File: src/hw/rtl/slt_pkg.sv
// Shared types, character codes, token kinds and the keyword table of the scanner.
package slt_pkg;

    localparam int KW_TABLE = 16;

    // Token kinds
    localparam logic [5:0] TK_DOT    = 6'd5;
    localparam logic [5:0] TK_BANG   = 6'd10;
    localparam logic [5:0] TK_EQ     = 6'd12;
    localparam logic [5:0] TK_LT     = 6'd14;
    localparam logic [5:0] TK_GT     = 6'd16;
    localparam logic [5:0] TK_SLASH  = 6'd18;
    localparam logic [5:0] TK_STRING = 6'd19;
    localparam logic [5:0] TK_NUMBER = 6'd20;
    localparam logic [5:0] TK_IDENT  = 6'd21;
    localparam logic [5:0] TK_KW0    = 6'd22;

    // Number kinds
    localparam logic [1:0] NK_INT   = 2'd0;
    localparam logic [1:0] NK_DEC   = 2'd1;
    localparam logic [1:0] NK_FLOAT = 2'd2;
    localparam logic [1:0] NK_OVF   = 2'd3;

    // Error codes
    localparam logic [1:0] ERR_NONE  = 2'd0;
    localparam logic [1:0] ERR_CHAR  = 2'd1;
    localparam logic [1:0] ERR_STR   = 2'd2;
    localparam logic [1:0] ERR_BLOCK = 2'd3;

    localparam logic [30:0] INT_MAX31 = 31'h7FFF_FFFF;

    // Characters
    localparam logic [7:0] CH_NL     = 8'h0A;
    localparam logic [7:0] CH_SLASH  = 8'h2F;
    localparam logic [7:0] CH_STAR   = 8'h2A;
    localparam logic [7:0] CH_QUOTE  = 8'h22;
    localparam logic [7:0] CH_EQ     = 8'h3D;
    localparam logic [7:0] CH_BANG   = 8'h21;
    localparam logic [7:0] CH_LT     = 8'h3C;
    localparam logic [7:0] CH_GT     = 8'h3E;
    localparam logic [7:0] CH_DOT    = 8'h2E;
    localparam logic [7:0] CH_UNDER  = 8'h5F;
    localparam logic [7:0] CH_F_LO   = 8'h66;
    localparam logic [7:0] CH_F_UP   = 8'h46;
    localparam logic [7:0] CH_ZERO   = 8'h30;

    localparam logic [7:0] PUNCT [10] = '{8'h28, 8'h29, 8'h7B, 8'h7D, 8'h2C,
                                          8'h2E, 8'h2D, 8'h2B, 8'h3B, 8'h2A};

    localparam logic [47:0] KW_STR [KW_TABLE] = '{
        "var", "if", "else", "print", "func", "for", "while", "true",
        "false", "nil", "return", "and", "class", "or", "super", "this"};
    localparam logic [2:0] KW_LEN [KW_TABLE] = '{3'd3, 3'd2, 3'd4, 3'd5, 3'd4, 3'd3,
        3'd5, 3'd4, 3'd5, 3'd3, 3'd6, 3'd3, 3'd5, 3'd2, 3'd5, 3'd4};

    typedef struct packed {
        logic [5:0]  token_kind;
        logic [1:0]  number_kind;
        logic [31:0] start_offset;
        logic [31:0] token_length;
        logic [30:0] integer_value;
        logic [1:0]  error_code;
        logic [7:0]  bad_char;
    } t_res;

    // Character i of keyword k, zero past its end.
    function automatic logic [7:0] kw_char(input int k, input logic [2:0] i);
        logic [7:0] ch;
        ch = 8'h00;
        if (i < KW_LEN[k])
            ch = KW_STR[k][(int'(KW_LEN[k]) - 1 - int'(i)) * 8 +: 8];
        return ch;
    endfunction

    function automatic logic is_digit(input logic [7:0] c);
        return (c >= 8'h30) && (c <= 8'h39);
    endfunction

    function automatic logic is_alpha(input logic [7:0] c);
        return ((c >= 8'h61) && (c <= 8'h7A)) || ((c >= 8'h41) && (c <= 8'h5A));
    endfunction

    function automatic logic is_space(input logic [7:0] c);
        return (c == 8'h20) || ((c >= 8'h09) && (c <= 8'h0D));
    endfunction

    function automatic logic [5:0] op_base(input logic [7:0] c);
        logic [5:0] k;
        if (c == CH_BANG)    k = TK_BANG;
        else if (c == CH_EQ) k = TK_EQ;
        else if (c == CH_LT) k = TK_LT;
        else                 k = TK_GT;
        return k;
    endfunction

endpackage

File: src/hw/rtl/slt_if.sv
// Valid/ready channel interfaces for source characters and result tokens.
interface slt_in_if;
    logic       valid;
    logic       ready;
    logic [7:0] char_code;
    logic       end_of_source;
    modport source (output valid, char_code, end_of_source, input ready);
    modport sink   (input valid, char_code, end_of_source, output ready);
endinterface

interface slt_out_if;
    logic        valid;
    logic        ready;
    logic [5:0]  token_kind;
    logic [1:0]  number_kind;
    logic [31:0] start_offset;
    logic [31:0] token_length;
    logic [31:0] line_number;
    logic [30:0] integer_value;
    logic [1:0]  error_code;
    logic [7:0]  bad_char;
    logic        last_result;
    modport source (output valid, token_kind, number_kind, start_offset, token_length,
                    line_number, integer_value, error_code, bad_char, last_result,
                    input ready);
    modport sink   (input valid, token_kind, number_kind, start_offset, token_length,
                    line_number, integer_value, error_code, bad_char, last_result,
                    output ready);
endinterface

File: src/hw/rtl/slt_scan.sv
// Scanner state registers and the single-step next-state and result logic.
module slt_scan
    import slt_pkg::*;
#(
    parameter int OFFSET_BITS   = 32,
    parameter int KEYWORD_COUNT = 16
) (
    input  logic        i_clk,
    input  logic        i_rst_n,
    input  logic        i_take,
    input  logic [7:0]  i_char,
    input  logic        i_eos,
    output t_res        o_res [3],
    output logic [1:0]  o_res_cnt,
    output logic [31:0] o_line
);
    localparam int KW_N = (KEYWORD_COUNT < KW_TABLE) ? KEYWORD_COUNT : KW_TABLE;
    localparam int OB   = OFFSET_BITS;

    localparam logic [3:0] M_IDLE  = 4'd0;
    localparam logic [3:0] M_SLASH = 4'd1;
    localparam logic [3:0] M_OP    = 4'd2;
    localparam logic [3:0] M_LCOM  = 4'd3;
    localparam logic [3:0] M_BLOCK = 4'd4;
    localparam logic [3:0] M_BSTAR = 4'd5;
    localparam logic [3:0] M_STR   = 4'd6;
    localparam logic [3:0] M_NUM   = 4'd7;
    localparam logic [3:0] M_NDOT  = 4'd8;
    localparam logic [3:0] M_IDENT = 4'd9;

    logic [3:0]      r_mode,  n_mode;
    logic [7:0]      r_held,  n_held;
    logic [OB-1:0]   r_pos,   n_pos;
    logic [OB-1:0]   r_ts,    n_ts;
    logic [31:0]     r_line,  n_line;
    logic [30:0]     r_acc,   n_acc;
    logic            r_ovf,   n_ovf;
    logic [KW_N-1:0] r_alive, n_alive;
    logic [2:0]      r_ilen,  n_ilen;
    logic            r_dec,   n_dec;

    t_res a_r0, a_r1, b_r;
    logic a_v0, a_v1, b_v, redo, line_up;

    function automatic logic [31:0] sat32(input logic [OB-1:0] d);
        logic [OB+31:0] e;
        e = {32'b0, d};
        return (|e[OB+31:32]) ? 32'hFFFF_FFFF : e[31:0];
    endfunction

    function automatic logic [31:0] low32(input logic [OB-1:0] d);
        logic [OB+31:0] e;
        e = {32'b0, d};
        return e[31:0];
    endfunction

    function automatic t_res mk(input logic [5:0] kind, input logic [1:0] nk,
                                input logic [OB-1:0] st, input logic [31:0] len,
                                input logic [30:0] val, input logic [1:0] err,
                                input logic [7:0] bad);
        t_res r;
        r.token_kind    = kind;
        r.number_kind   = nk;
        r.start_offset  = low32(st);
        r.token_length  = len;
        r.integer_value = val;
        r.error_code    = err;
        r.bad_char      = bad;
        return r;
    endfunction

    function automatic logic [31:0] digit_step(input logic [30:0] acc, input logic [7:0] c);
        logic [34:0] v;
        logic [7:0]  d;
        logic        o;
        d = c - CH_ZERO;
        v = {1'b0, acc, 3'b0} + {3'b0, acc, 1'b0} + {27'b0, d};
        o = (v > {4'b0, INT_MAX31});
        return {o, o ? INT_MAX31 : v[30:0]};
    endfunction

    function automatic logic [KW_N-1:0] kw_step(input logic [KW_N-1:0] alive,
                                                 input logic [2:0] ilen,
                                                 input logic [7:0] c);
        logic [KW_N-1:0] m;
        m = alive;
        for (int k = 0; k < KW_N; k++)
            if (kw_char(k, ilen) != c) m[k] = 1'b0;
        return m;
    endfunction

    function automatic t_res num_res(input logic [OB-1:0] st, input logic [31:0] len,
                                     input logic dec, input logic ovf,
                                     input logic [30:0] acc);
        logic [1:0] nk;
        nk = dec ? NK_DEC : (ovf ? NK_OVF : NK_INT);
        return mk(TK_NUMBER, nk, st, len, (nk == NK_INT) ? acc : 31'd0, ERR_NONE, 8'd0);
    endfunction

    function automatic t_res ident_res(input logic [OB-1:0] st, input logic [31:0] len,
                                       input logic [KW_N-1:0] alive,
                                       input logic [2:0] ilen);
        logic [5:0] kind;
        kind = TK_IDENT;
        for (int k = 0; k < KW_N; k++)
            if (alive[k] && (KW_LEN[k] == ilen)) kind = TK_KW0 + 6'(k);
        return mk(kind, NK_INT, st, len, 31'd0, ERR_NONE, 8'd0);
    endfunction

    logic [OB-1:0] dot_pos;
    logic [31:0]   len_here, len_incl, len_dot;
    logic [31:0]   step;
    logic          punct_hit;
    logic [5:0]    punct_k;

    always_comb begin
        dot_pos  = r_pos - 1'b1;
        len_here = sat32(r_pos - r_ts);
        len_incl = sat32(r_pos + 1'b1 - r_ts);
        len_dot  = sat32(dot_pos - r_ts);
        step     = digit_step(r_acc, i_char);
        punct_hit = 1'b0;
        punct_k   = 6'd0;
        for (int k = 0; k < 10; k++)
            if (PUNCT[k] == i_char) begin
                punct_hit = 1'b1;
                punct_k   = 6'(k);
            end
    end

    always_comb begin
        n_mode  = r_mode;  n_held = r_held;  n_pos = r_pos + 1'b1;
        n_ts    = r_ts;    n_acc  = r_acc;   n_ovf = r_ovf;
        n_alive = r_alive; n_ilen = r_ilen;  n_dec = r_dec;
        a_v0 = 1'b0; a_v1 = 1'b0; b_v = 1'b0; redo = 1'b0; line_up = 1'b0;
        a_r0 = '0; a_r1 = '0; b_r = '0;
        if (i_eos) begin
            // flush the pending token (a number and its dot after a trailing dot), then back to reset values
            unique case (r_mode)
                M_SLASH: begin
                    a_v0 = 1'b1;
                    a_r0 = mk(TK_SLASH, NK_INT, r_ts, 32'd1, 31'd0, ERR_NONE, 8'd0);
                end
                M_OP: begin
                    a_v0 = 1'b1;
                    a_r0 = mk(op_base(r_held), NK_INT, r_ts, 32'd1, 31'd0, ERR_NONE, 8'd0);
                end
                M_BLOCK, M_BSTAR: begin
                    a_v0 = 1'b1;
                    a_r0 = mk(6'd0, NK_INT, r_ts, len_here, 31'd0, ERR_BLOCK, 8'd0);
                end
                M_STR: begin
                    a_v0 = 1'b1;
                    a_r0 = mk(6'd0, NK_INT, r_ts, len_here, 31'd0, ERR_STR, 8'd0);
                end
                M_NUM: begin
                    a_v0 = 1'b1;
                    a_r0 = num_res(r_ts, len_here, r_dec, r_ovf, r_acc);
                end
                M_NDOT: begin
                    a_v0 = 1'b1;
                    a_v1 = 1'b1;
                    a_r0 = num_res(r_ts, len_dot, r_dec, r_ovf, r_acc);
                    a_r1 = mk(TK_DOT, NK_INT, dot_pos, 32'd1, 31'd0, ERR_NONE, 8'd0);
                end
                M_IDENT: begin
                    a_v0 = 1'b1;
                    a_r0 = ident_res(r_ts, len_here, r_alive, r_ilen);
                end
                default: ;
            endcase
            n_mode = M_IDLE; n_held = 8'd0; n_pos = '0; n_ts = '0;
            n_acc = '0; n_ovf = 1'b0; n_alive = '1; n_ilen = '0; n_dec = 1'b0;
        end else begin
            unique case (r_mode)
                M_SLASH: begin
                    if (i_char == CH_SLASH) n_mode = M_LCOM;
                    else if (i_char == CH_STAR) n_mode = M_BLOCK;
                    else begin
                        a_v0 = 1'b1;
                        a_r0 = mk(TK_SLASH, NK_INT, r_ts, 32'd1, 31'd0, ERR_NONE, 8'd0);
                        redo = 1'b1;
                    end
                end
                M_OP: begin
                    a_v0 = 1'b1;
                    if (i_char == CH_EQ) begin
                        a_r0 = mk(op_base(r_held) + 6'd1, NK_INT, r_ts, 32'd2, 31'd0,
                                  ERR_NONE, 8'd0);
                        n_mode = M_IDLE;
                    end else begin
                        a_r0 = mk(op_base(r_held), NK_INT, r_ts, 32'd1, 31'd0,
                                  ERR_NONE, 8'd0);
                        redo = 1'b1;
                    end
                end
                M_LCOM: begin
                    if (i_char == CH_NL) begin
                        line_up = 1'b1;
                        n_mode  = M_IDLE;
                    end
                end
                M_BLOCK, M_BSTAR: begin
                    if (r_mode == M_BSTAR && i_char == CH_SLASH) n_mode = M_IDLE;
                    else if (i_char == CH_STAR) n_mode = M_BSTAR;
                    else begin
                        line_up = (i_char == CH_NL);
                        n_mode  = M_BLOCK;
                    end
                end
                M_STR: begin
                    if (i_char == CH_QUOTE) begin
                        a_v0 = 1'b1;
                        a_r0 = mk(TK_STRING, NK_INT, r_ts, len_incl, 31'd0, ERR_NONE, 8'd0);
                        n_mode = M_IDLE;
                    end else begin
                        line_up = (i_char == CH_NL);
                    end
                end
                M_NUM, M_NDOT: begin
                    if (is_digit(i_char)) begin
                        if (r_mode == M_NDOT) begin
                            n_dec  = 1'b1;
                            n_mode = M_NUM;
                        end else if (!r_dec) begin
                            n_ovf = r_ovf | step[31];
                            n_acc = step[30:0];
                        end
                    end else if (i_char == CH_F_LO || i_char == CH_F_UP) begin
                        a_v0 = 1'b1;
                        a_r0 = mk(TK_NUMBER, NK_FLOAT, r_ts, len_incl, 31'd0, ERR_NONE, 8'd0);
                        n_mode = M_IDLE;
                    end else if (r_mode == M_NUM && i_char == CH_DOT && !r_dec) begin
                        n_mode = M_NDOT;
                    end else if (r_mode == M_NUM) begin
                        a_v0 = 1'b1;
                        a_r0 = num_res(r_ts, len_here, r_dec, r_ovf, r_acc);
                        redo = 1'b1;
                    end else begin
                        a_v0 = 1'b1;
                        a_v1 = 1'b1;
                        a_r0 = num_res(r_ts, len_dot, r_dec, r_ovf, r_acc);
                        a_r1 = mk(TK_DOT, NK_INT, dot_pos, 32'd1, 31'd0, ERR_NONE, 8'd0);
                        redo = 1'b1;
                    end
                end
                M_IDENT: begin
                    if (is_alpha(i_char) || is_digit(i_char) || i_char == CH_UNDER) begin
                        n_alive = kw_step(r_alive, r_ilen, i_char);
                        n_ilen  = (r_ilen == 3'd7) ? r_ilen : r_ilen + 3'd1;
                    end else begin
                        a_v0 = 1'b1;
                        a_r0 = ident_res(r_ts, len_here, r_alive, r_ilen);
                        redo = 1'b1;
                    end
                end
                default: redo = 1'b1;
            endcase

            // second pass: the character seen from between tokens
            if (redo) begin
                n_mode = M_IDLE;
                if (is_space(i_char)) begin
                    line_up = (i_char == CH_NL);
                end else begin
                    n_ts = r_pos;
                    if (punct_hit) begin
                        b_v = 1'b1;
                        b_r = mk(punct_k, NK_INT, r_pos, 32'd1, 31'd0, ERR_NONE, 8'd0);
                    end else if (i_char == CH_BANG || i_char == CH_EQ ||
                                 i_char == CH_LT || i_char == CH_GT) begin
                        n_mode = M_OP;
                        n_held = i_char;
                    end else if (i_char == CH_SLASH) begin
                        n_mode = M_SLASH;
                    end else if (i_char == CH_QUOTE) begin
                        n_mode = M_STR;
                    end else if (is_digit(i_char)) begin
                        n_mode = M_NUM;
                        n_acc  = {23'd0, i_char - CH_ZERO};
                        n_ovf  = 1'b0;
                        n_dec  = 1'b0;
                    end else if (is_alpha(i_char) || i_char == CH_UNDER) begin
                        n_mode  = M_IDENT;
                        n_alive = kw_step('1, 3'd0, i_char);
                        n_ilen  = 3'd1;
                    end else begin
                        b_v = 1'b1;
                        b_r = mk(6'd0, NK_INT, r_pos, 32'd1, 31'd0, ERR_CHAR, i_char);
                    end
                end
            end
        end
        n_line = (i_eos) ? 32'd1 :
                 (line_up && r_line != 32'hFFFF_FFFF) ? r_line + 32'd1 : r_line;
    end

    // compact results in order of emission
    always_comb begin
        o_res[0]  = a_v0 ? a_r0 : b_r;
        o_res[1]  = a_v1 ? a_r1 : b_r;
        o_res[2]  = b_r;
        o_res_cnt = {1'b0, a_v0} + {1'b0, a_v1} + {1'b0, b_v};
        o_line    = r_line;
    end

    always_ff @(posedge i_clk) begin
        if (!i_rst_n) begin
            r_mode <= M_IDLE; r_held <= 8'd0; r_pos <= '0; r_ts <= '0;
            r_line <= 32'd1; r_acc <= '0; r_ovf <= 1'b0; r_alive <= '1;
            r_ilen <= '0; r_dec <= 1'b0;
        end else if (i_take) begin
            r_mode <= n_mode; r_held <= n_held; r_pos <= n_pos; r_ts <= n_ts;
            r_line <= n_line; r_acc <= n_acc; r_ovf <= n_ovf; r_alive <= n_alive;
            r_ilen <= n_ilen; r_dec <= n_dec;
        end
    end

endmodule

File: src/hw/rtl/source_lexer_tokenizer_top.sv
// Top level of the streaming lexical scanner: scan step plus result buffer.
// An item's first result is registered and valid in the cycle after the item is accepted.
// Throughput: one character item per cycle while the receiver is ready; an item
// causing two or three results holds the input while the three-entry result
// buffer drains, one result per cycle as the receiver accepts them.
// Reset (synchronous, i_rst_n low): scanner idle, offset 0, line 1, buffer empty.
module source_lexer_tokenizer_top
    import slt_pkg::*;
#(
    parameter int OFFSET_BITS   = 32,
    parameter int KEYWORD_COUNT = 16
) (
    input  logic      i_clk,
    input  logic      i_rst_n,
    slt_in_if.sink    i_src,
    slt_out_if.source o_tok
);
    t_res        s_res [3];
    logic [1:0]  s_cnt;
    logic [31:0] s_line;
    logic        take;
    logic        out_take;

    // result buffer: one batch of up to three results per accepted item
    t_res        r_slot [3];
    logic [1:0]  r_head;
    logic [1:0]  r_cnt;
    logic [31:0] r_line;

    slt_scan #(
        .OFFSET_BITS   (OFFSET_BITS),
        .KEYWORD_COUNT (KEYWORD_COUNT)
    ) u_scan (
        .i_clk     (i_clk),
        .i_rst_n   (i_rst_n),
        .i_take    (take),
        .i_char    (i_src.char_code),
        .i_eos     (i_src.end_of_source),
        .o_res     (s_res),
        .o_res_cnt (s_cnt),
        .o_line    (s_line)
    );

    // Take a new item when the buffer is empty or its last result leaves now.
    assign i_src.ready = (r_cnt == 2'd0) || (r_cnt == 2'd1 && o_tok.ready);
    assign take        = i_src.valid && i_src.ready;
    assign out_take    = o_tok.valid && o_tok.ready;

    always_ff @(posedge i_clk) begin
        if (!i_rst_n) begin
            r_cnt  <= 2'd0;
            r_head <= 2'd0;
        end else if (take) begin
            r_cnt  <= s_cnt;
            r_head <= 2'd0;
        end else if (out_take) begin
            r_cnt  <= r_cnt - 2'd1;
            r_head <= r_head + 2'd1;
        end
    end

    // payload needs no reset
    always_ff @(posedge i_clk) begin
        if (take) begin
            r_slot <= s_res;
            r_line <= s_line;    // every result of an item carries the line before it
        end
    end

    assign o_tok.valid         = (r_cnt != 2'd0);
    assign o_tok.token_kind    = r_slot[r_head].token_kind;
    assign o_tok.number_kind   = r_slot[r_head].number_kind;
    assign o_tok.start_offset  = r_slot[r_head].start_offset;
    assign o_tok.token_length  = r_slot[r_head].token_length;
    assign o_tok.integer_value = r_slot[r_head].integer_value;
    assign o_tok.error_code    = r_slot[r_head].error_code;
    assign o_tok.bad_char      = r_slot[r_head].bad_char;
    assign o_tok.line_number   = r_line;
    assign o_tok.last_result   = (r_cnt == 2'd1);

    a_cnt_range: assert property (@(posedge i_clk) disable iff (!i_rst_n)
        r_cnt != 2'd0 |-> ({1'b0, r_head} + {1'b0, r_cnt}) <= 3'd3)
        else $error("result buffer head/count out of range");

    a_no_overwrite: assert property (@(posedge i_clk) disable iff (!i_rst_n)
        take |-> (r_cnt == 2'd0) || out_take)
        else $error("new batch would overwrite undelivered results");

    a_drain: assert property (@(posedge i_clk) disable iff (!i_rst_n)
        (out_take && !take) |=> r_cnt == $past(r_cnt) - 2'd1)
        else $error("buffer count did not drop after delivery");

endmodule

File: src/flat_wrapper.sv
// flat-port wrapper written by rule: the top's interface ports become plain ports
module source_lexer_tokenizer_top_flat import slt_pkg::*;
#(
    parameter int OFFSET_BITS   = 32,
    parameter int KEYWORD_COUNT = 16
)
  (i_clk, i_rst_n, i_src_valid, i_src_char_code, i_src_end_of_source, i_src_ready, o_tok_valid, o_tok_token_kind, o_tok_number_kind, o_tok_start_offset, o_tok_token_length, o_tok_line_number, o_tok_integer_value, o_tok_error_code, o_tok_bad_char, o_tok_last_result, o_tok_ready);
  slt_in_if i_src_i ();
  slt_out_if o_tok_i ();
  input  logic i_clk;
  input  logic i_rst_n;
  input wire logic [$bits(i_src_i.valid)-1:0] i_src_valid;
  input wire logic [$bits(i_src_i.char_code)-1:0] i_src_char_code;
  input wire logic [$bits(i_src_i.end_of_source)-1:0] i_src_end_of_source;
  output wire logic [$bits(i_src_i.ready)-1:0] i_src_ready;
  output wire logic [$bits(o_tok_i.valid)-1:0] o_tok_valid;
  output wire logic [$bits(o_tok_i.token_kind)-1:0] o_tok_token_kind;
  output wire logic [$bits(o_tok_i.number_kind)-1:0] o_tok_number_kind;
  output wire logic [$bits(o_tok_i.start_offset)-1:0] o_tok_start_offset;
  output wire logic [$bits(o_tok_i.token_length)-1:0] o_tok_token_length;
  output wire logic [$bits(o_tok_i.line_number)-1:0] o_tok_line_number;
  output wire logic [$bits(o_tok_i.integer_value)-1:0] o_tok_integer_value;
  output wire logic [$bits(o_tok_i.error_code)-1:0] o_tok_error_code;
  output wire logic [$bits(o_tok_i.bad_char)-1:0] o_tok_bad_char;
  output wire logic [$bits(o_tok_i.last_result)-1:0] o_tok_last_result;
  input wire logic [$bits(o_tok_i.ready)-1:0] o_tok_ready;
  assign i_src_i.valid = i_src_valid;
  assign i_src_i.char_code = i_src_char_code;
  assign i_src_i.end_of_source = i_src_end_of_source;
  assign i_src_ready = i_src_i.ready;
  assign o_tok_valid = o_tok_i.valid;
  assign o_tok_token_kind = o_tok_i.token_kind;
  assign o_tok_number_kind = o_tok_i.number_kind;
  assign o_tok_start_offset = o_tok_i.start_offset;
  assign o_tok_token_length = o_tok_i.token_length;
  assign o_tok_line_number = o_tok_i.line_number;
  assign o_tok_integer_value = o_tok_i.integer_value;
  assign o_tok_error_code = o_tok_i.error_code;
  assign o_tok_bad_char = o_tok_i.bad_char;
  assign o_tok_last_result = o_tok_i.last_result;
  assign o_tok_i.ready = o_tok_ready;
  source_lexer_tokenizer_top #(.OFFSET_BITS(OFFSET_BITS), .KEYWORD_COUNT(KEYWORD_COUNT)) u_core (.i_clk(i_clk), .i_rst_n(i_rst_n), .i_src(i_src_i), .o_tok(o_tok_i));
endmodule
File: config.mk
export PLATFORM = sky130hd
export DESIGN_NAME = source_lexer_tokenizer_top_flat
export DESIGN_NICKNAME = d
export VERILOG_FILES = /design/src/hw/rtl/slt_pkg.sv /design/src/hw/rtl/slt_if.sv /design/src/hw/rtl/slt_scan.sv /design/src/hw/rtl/source_lexer_tokenizer_top.sv /design/src/flat_wrapper.sv
export SDC_FILE = /design/constraint.sdc
export NUM_CORES = 1
export LEC_CHECK = 0
export BUFFER_PORTS_ARGS = -buffer_cell sky130_fd_sc_hd__buf_4
export CAP_MARGIN = 20
export CORE_MARGIN = 1.5
export CORE_UTILIZATION = 45
export DETAILED_ROUTE_END_ITERATION = 8
export GPL_TIMING_DRIVEN = 0
export PLACE_DENSITY = 0.65
export SLEW_MARGIN = 15
export SYNTH_ARGS = -nofsm -noshare
export SYNTH_HDL_FRONTEND = slang
export SYNTH_SLANG_ARGS = --single-unit
File: constraint.sdc
create_clock -name i_clk -period 8.5 [get_ports i_clk]
set_input_delay 0.85 -clock i_clk [delete_from_list [all_inputs] [get_ports i_clk]]
set_output_delay 0.85 -clock i_clk [all_outputs]
set_load 0.05 [all_outputs]
==> qor.txt <==
Worst setup SP type - flop
Die X - 256 um
Final Hold Viols - 0
worst-path maximum fanout - 10
Final Setup Violations - 0
number of max-cap violations - 0
Mapped Nets - 3460
Top FF cell, synth - edfxtp_1
PwrDens - 240 nW/um^2
crit path DAT - 6.30 ns
max incr delay on CP - 0.66 ns
Worst setup EP type - flop
synth unique cells - 87
buffer count from post-CTS setup fixing - 0
Final period util - 70.0%
Skew-Pair Late Insertion Delay - 0.63 ns
PortBufs - 157
commonest non-fill, non-tap cell in the layout - nand2_1
Syn-to-layout area delta - 13.6%
Vias - 26.5k
Crit-path slowest cell - or4b_1
core area - 63100 um^2
clock root buffer - clkbuf_16
first-pass GRT wire length - 153 mm
Peak VDD IR - 0.290 mV
CTS buffer count - 46
Min-Delay Path Class - reg -> reg
# rows - 92
warning count from the yosys run - 0
CTS Sinks - 401
hold_buf cts - 0
initial antenna violation count - 4
Initial Utilization - 45.5%
io pins - 161
register bit count reported by yosys - 401
Synth area leader - edfxtp_1
CP bufs+invs - 4
Worst Path Required - 8.85 ns
antenna-violating nets left - 0
Avg Inst Size Synth - 8.79 um^2
leading cell types in the layout, fill and taps excluded - nand2_1 (321), o21ai_0 (244), edfxtp_1 (237)
Top delay family on crit path - simple AND/OR/NAND/NOR gates
Die Ht - 256 um
Mapped Cells - 3264
vias in the first global route - 25.2k
CTS tree - done
GPL Wtd Cong - 1.01
Wirelength per Cell - 23.2 um
CP cell instances - clkbuf_1 -> inv_1 -> ha_1 -> inv_1 -> nor3_1 -> nand2_1 -> or2_1 -> clkbuf_1 -> or4b_1 -> or2_1 -> nand2_1 -> ha_1 -> a21oi_1 -> nor4b_1 -> nand3_1 -> a31oi_1 -> o21bai_1 -> a21oi_1 -> or4b_2 -> a31oi_1 -> a221o_1
post-DP HPWL - 76.0 mm
CTS H-tree depth - 2
final wirelength - 101 mm
drt first pass iters - 6
die area - 65300 um^2
status - complete, no violations
largest net degree at the start of global routing - 148
RSZ-0062 raised after global routing - no
fraction of layout cells with a size suffix above 1 - 10.0%
GRT overflow - 0
asr flop ratio synth - 0%
# resized after CTS - 0
Seq/Total Area, Yosys - 36.2%
clock tree buffer depth - 3
final hold slack - 0.462 ns
Net count, final - 3672
fin. max-slew vios - 0
Slew Limit Headroom - 19.1%
Final TNS setup - 0 ns
Tmin final - 5.95 ns
share of the synthesized area in the top cell type - 24.8%
CP Class - reg -> reg
Cell Area, Synth - 28700 um^2
top cells by area, synth - edfxtp_1 (25%), dfxtp_1 (11%), ha_1 (7.5%)
Iter 0 DRT Violations - 2563
number of synthesized flops with an enable pin - 237
achievable frequency - 0.168 GHz
LEAKAGE - 12.7 nW
Via density - 6.07
# DRC - 0
clk_skew - 0.0267 ns
GRT Overall Usage - 30.0%
Slew @ Worst Pin - 1.21 ns
clock-pin slew on the worst setup and hold paths - 0.06 ns
[power by group]
group,internal (mW),switching (mW),total [mW]
clock,1.18,0.877,2.05
sequential,2.51,0.0936,2.60
combinational,0.840,2.33,3.17
total,4.52,3.30,7.82
[worst paths after layout]
check | from | endpoint | slack [ns] | cells after the start
setup / recovery | u_core.u_scan.r_pos[0]$_SDFFE_PN0P_ | u_core.r_slot[297]$_SDFFCE_PP0P_ | 2.55 | 21
hold / removal | u_core.u_scan.r_alive[4]$_SDFFE_PN1P_ | u_core.u_scan.r_alive[4]$_SDFFE_PN1P_ | 0.46 | 1
hold reg to reg | u_core.u_scan.r_alive[4]$_SDFFE_PN1P_ | u_core.u_scan.r_alive[4]$_SDFFE_PN1P_ | 0.46 | 1
setup reg to reg | u_core.u_scan.r_pos[0]$_SDFFE_PN0P_ | u_core.r_slot[297]$_SDFFCE_PP0P_ | 2.55 | 21
[metal layers]
layer / part of all wire, % / GRT usage, % / vias to the layer above / wire [um]
met3: 7.8 / 4.83 / 250 / 7840
met2: 45 / 47.3 / 1175 / 45100
met1: 43 / 41.0 / 12700 / 43600
met5: 0.026 / 0 / - / 26
li1: - / - / 12400 / -
met4: 4.4 / 12.4 / 4 / 4410
[state kept, by name (all words and copies together), names as in the netlist]
register,count
u_core.u_scan.r_ovf,1
u_core.u_scan.r_ts,32
u_core.u_scan.r_dec,1
u_core.u_scan.o_line,32
u_core.u_scan.r_mode,4
u_core.r_cnt,2
u_core.r_head,2
u_core.u_scan.r_held,8
u_core.u_scan.r_ilen,3
u_core.r_slot,205
u_core.u_scan.r_acc,31
u_core.u_scan.r_alive,16
u_core.u_scan.r_pos,32
u_core.o_tok.line_number,32
[stage by stage]
step           setup WS [ns]  power [mW]  instances  instance area, um^2  util, %
2_1_floorplan           2.62        4.76       3264                28700        -
3_3_place_gp           0.830        5.81       4267                30900     49.0
3_5_place_dp            1.92        5.77       4272                31000     49.2
4_1_cts                 2.54        7.84       4358                32600     51.7
5_1_grt                 2.24        8.12       4360                32600     51.7
6_report                2.55        7.82       4361                32600     51.7
[cell usage after synthesis (16+ instances only)]
cell type / n
nand2_1: 321
xnor2_1: 133
mux2_2: 53
nor2b_1: 59
o211ai_1: 29
nand4_1: 28
mux2i_1: 61
a21oi_1: 193
clkbuf_1: 160
a22o_1: 23
o31ai_1: 21
o22ai_1: 33
nor2_1: 213
nor3_1: 76
ha_1: 173
nand3_1: 93
a31oi_1: 38
xor2_1: 94
and3_1: 47
o21a_1: 32
a21o_1: 61
o21bai_1: 16
or3_1: 22
and2_1: 169
buf_2: 18
nor4_1: 25
a22oi_1: 59
edfxtp_1: 237
dfxtp_1: 164
inv_1: 91
o21ai_0: 244
nand2b_1: 24
[logic make-up after synthesis]
kind of cell	after synthesis	share of synthesized area, %
multiplexers	114	4.21
AND/OR/NAND/NOR	1146	20.3
adder cells (fa/ha/maj)	183	8.24
flip-flops	401	36.2
AO/OA/AOI/OAI	896	20.0
XOR/XNOR	227	6.93
buffers and inverters	297	4.08
[final cells by class]
cell class,instances,area [um^2]
antenna,1,2.50
buffer,199,803
clock buffer,66,1340
clock inverter,20,224
fill,6123,30500
inverter,98,380
multi-input combinational,2566,17100
sequential,401,10400
tap,846,1060
timing repair buffer,164,1260
Note: power is estimated with default switching activity, not from simulation.
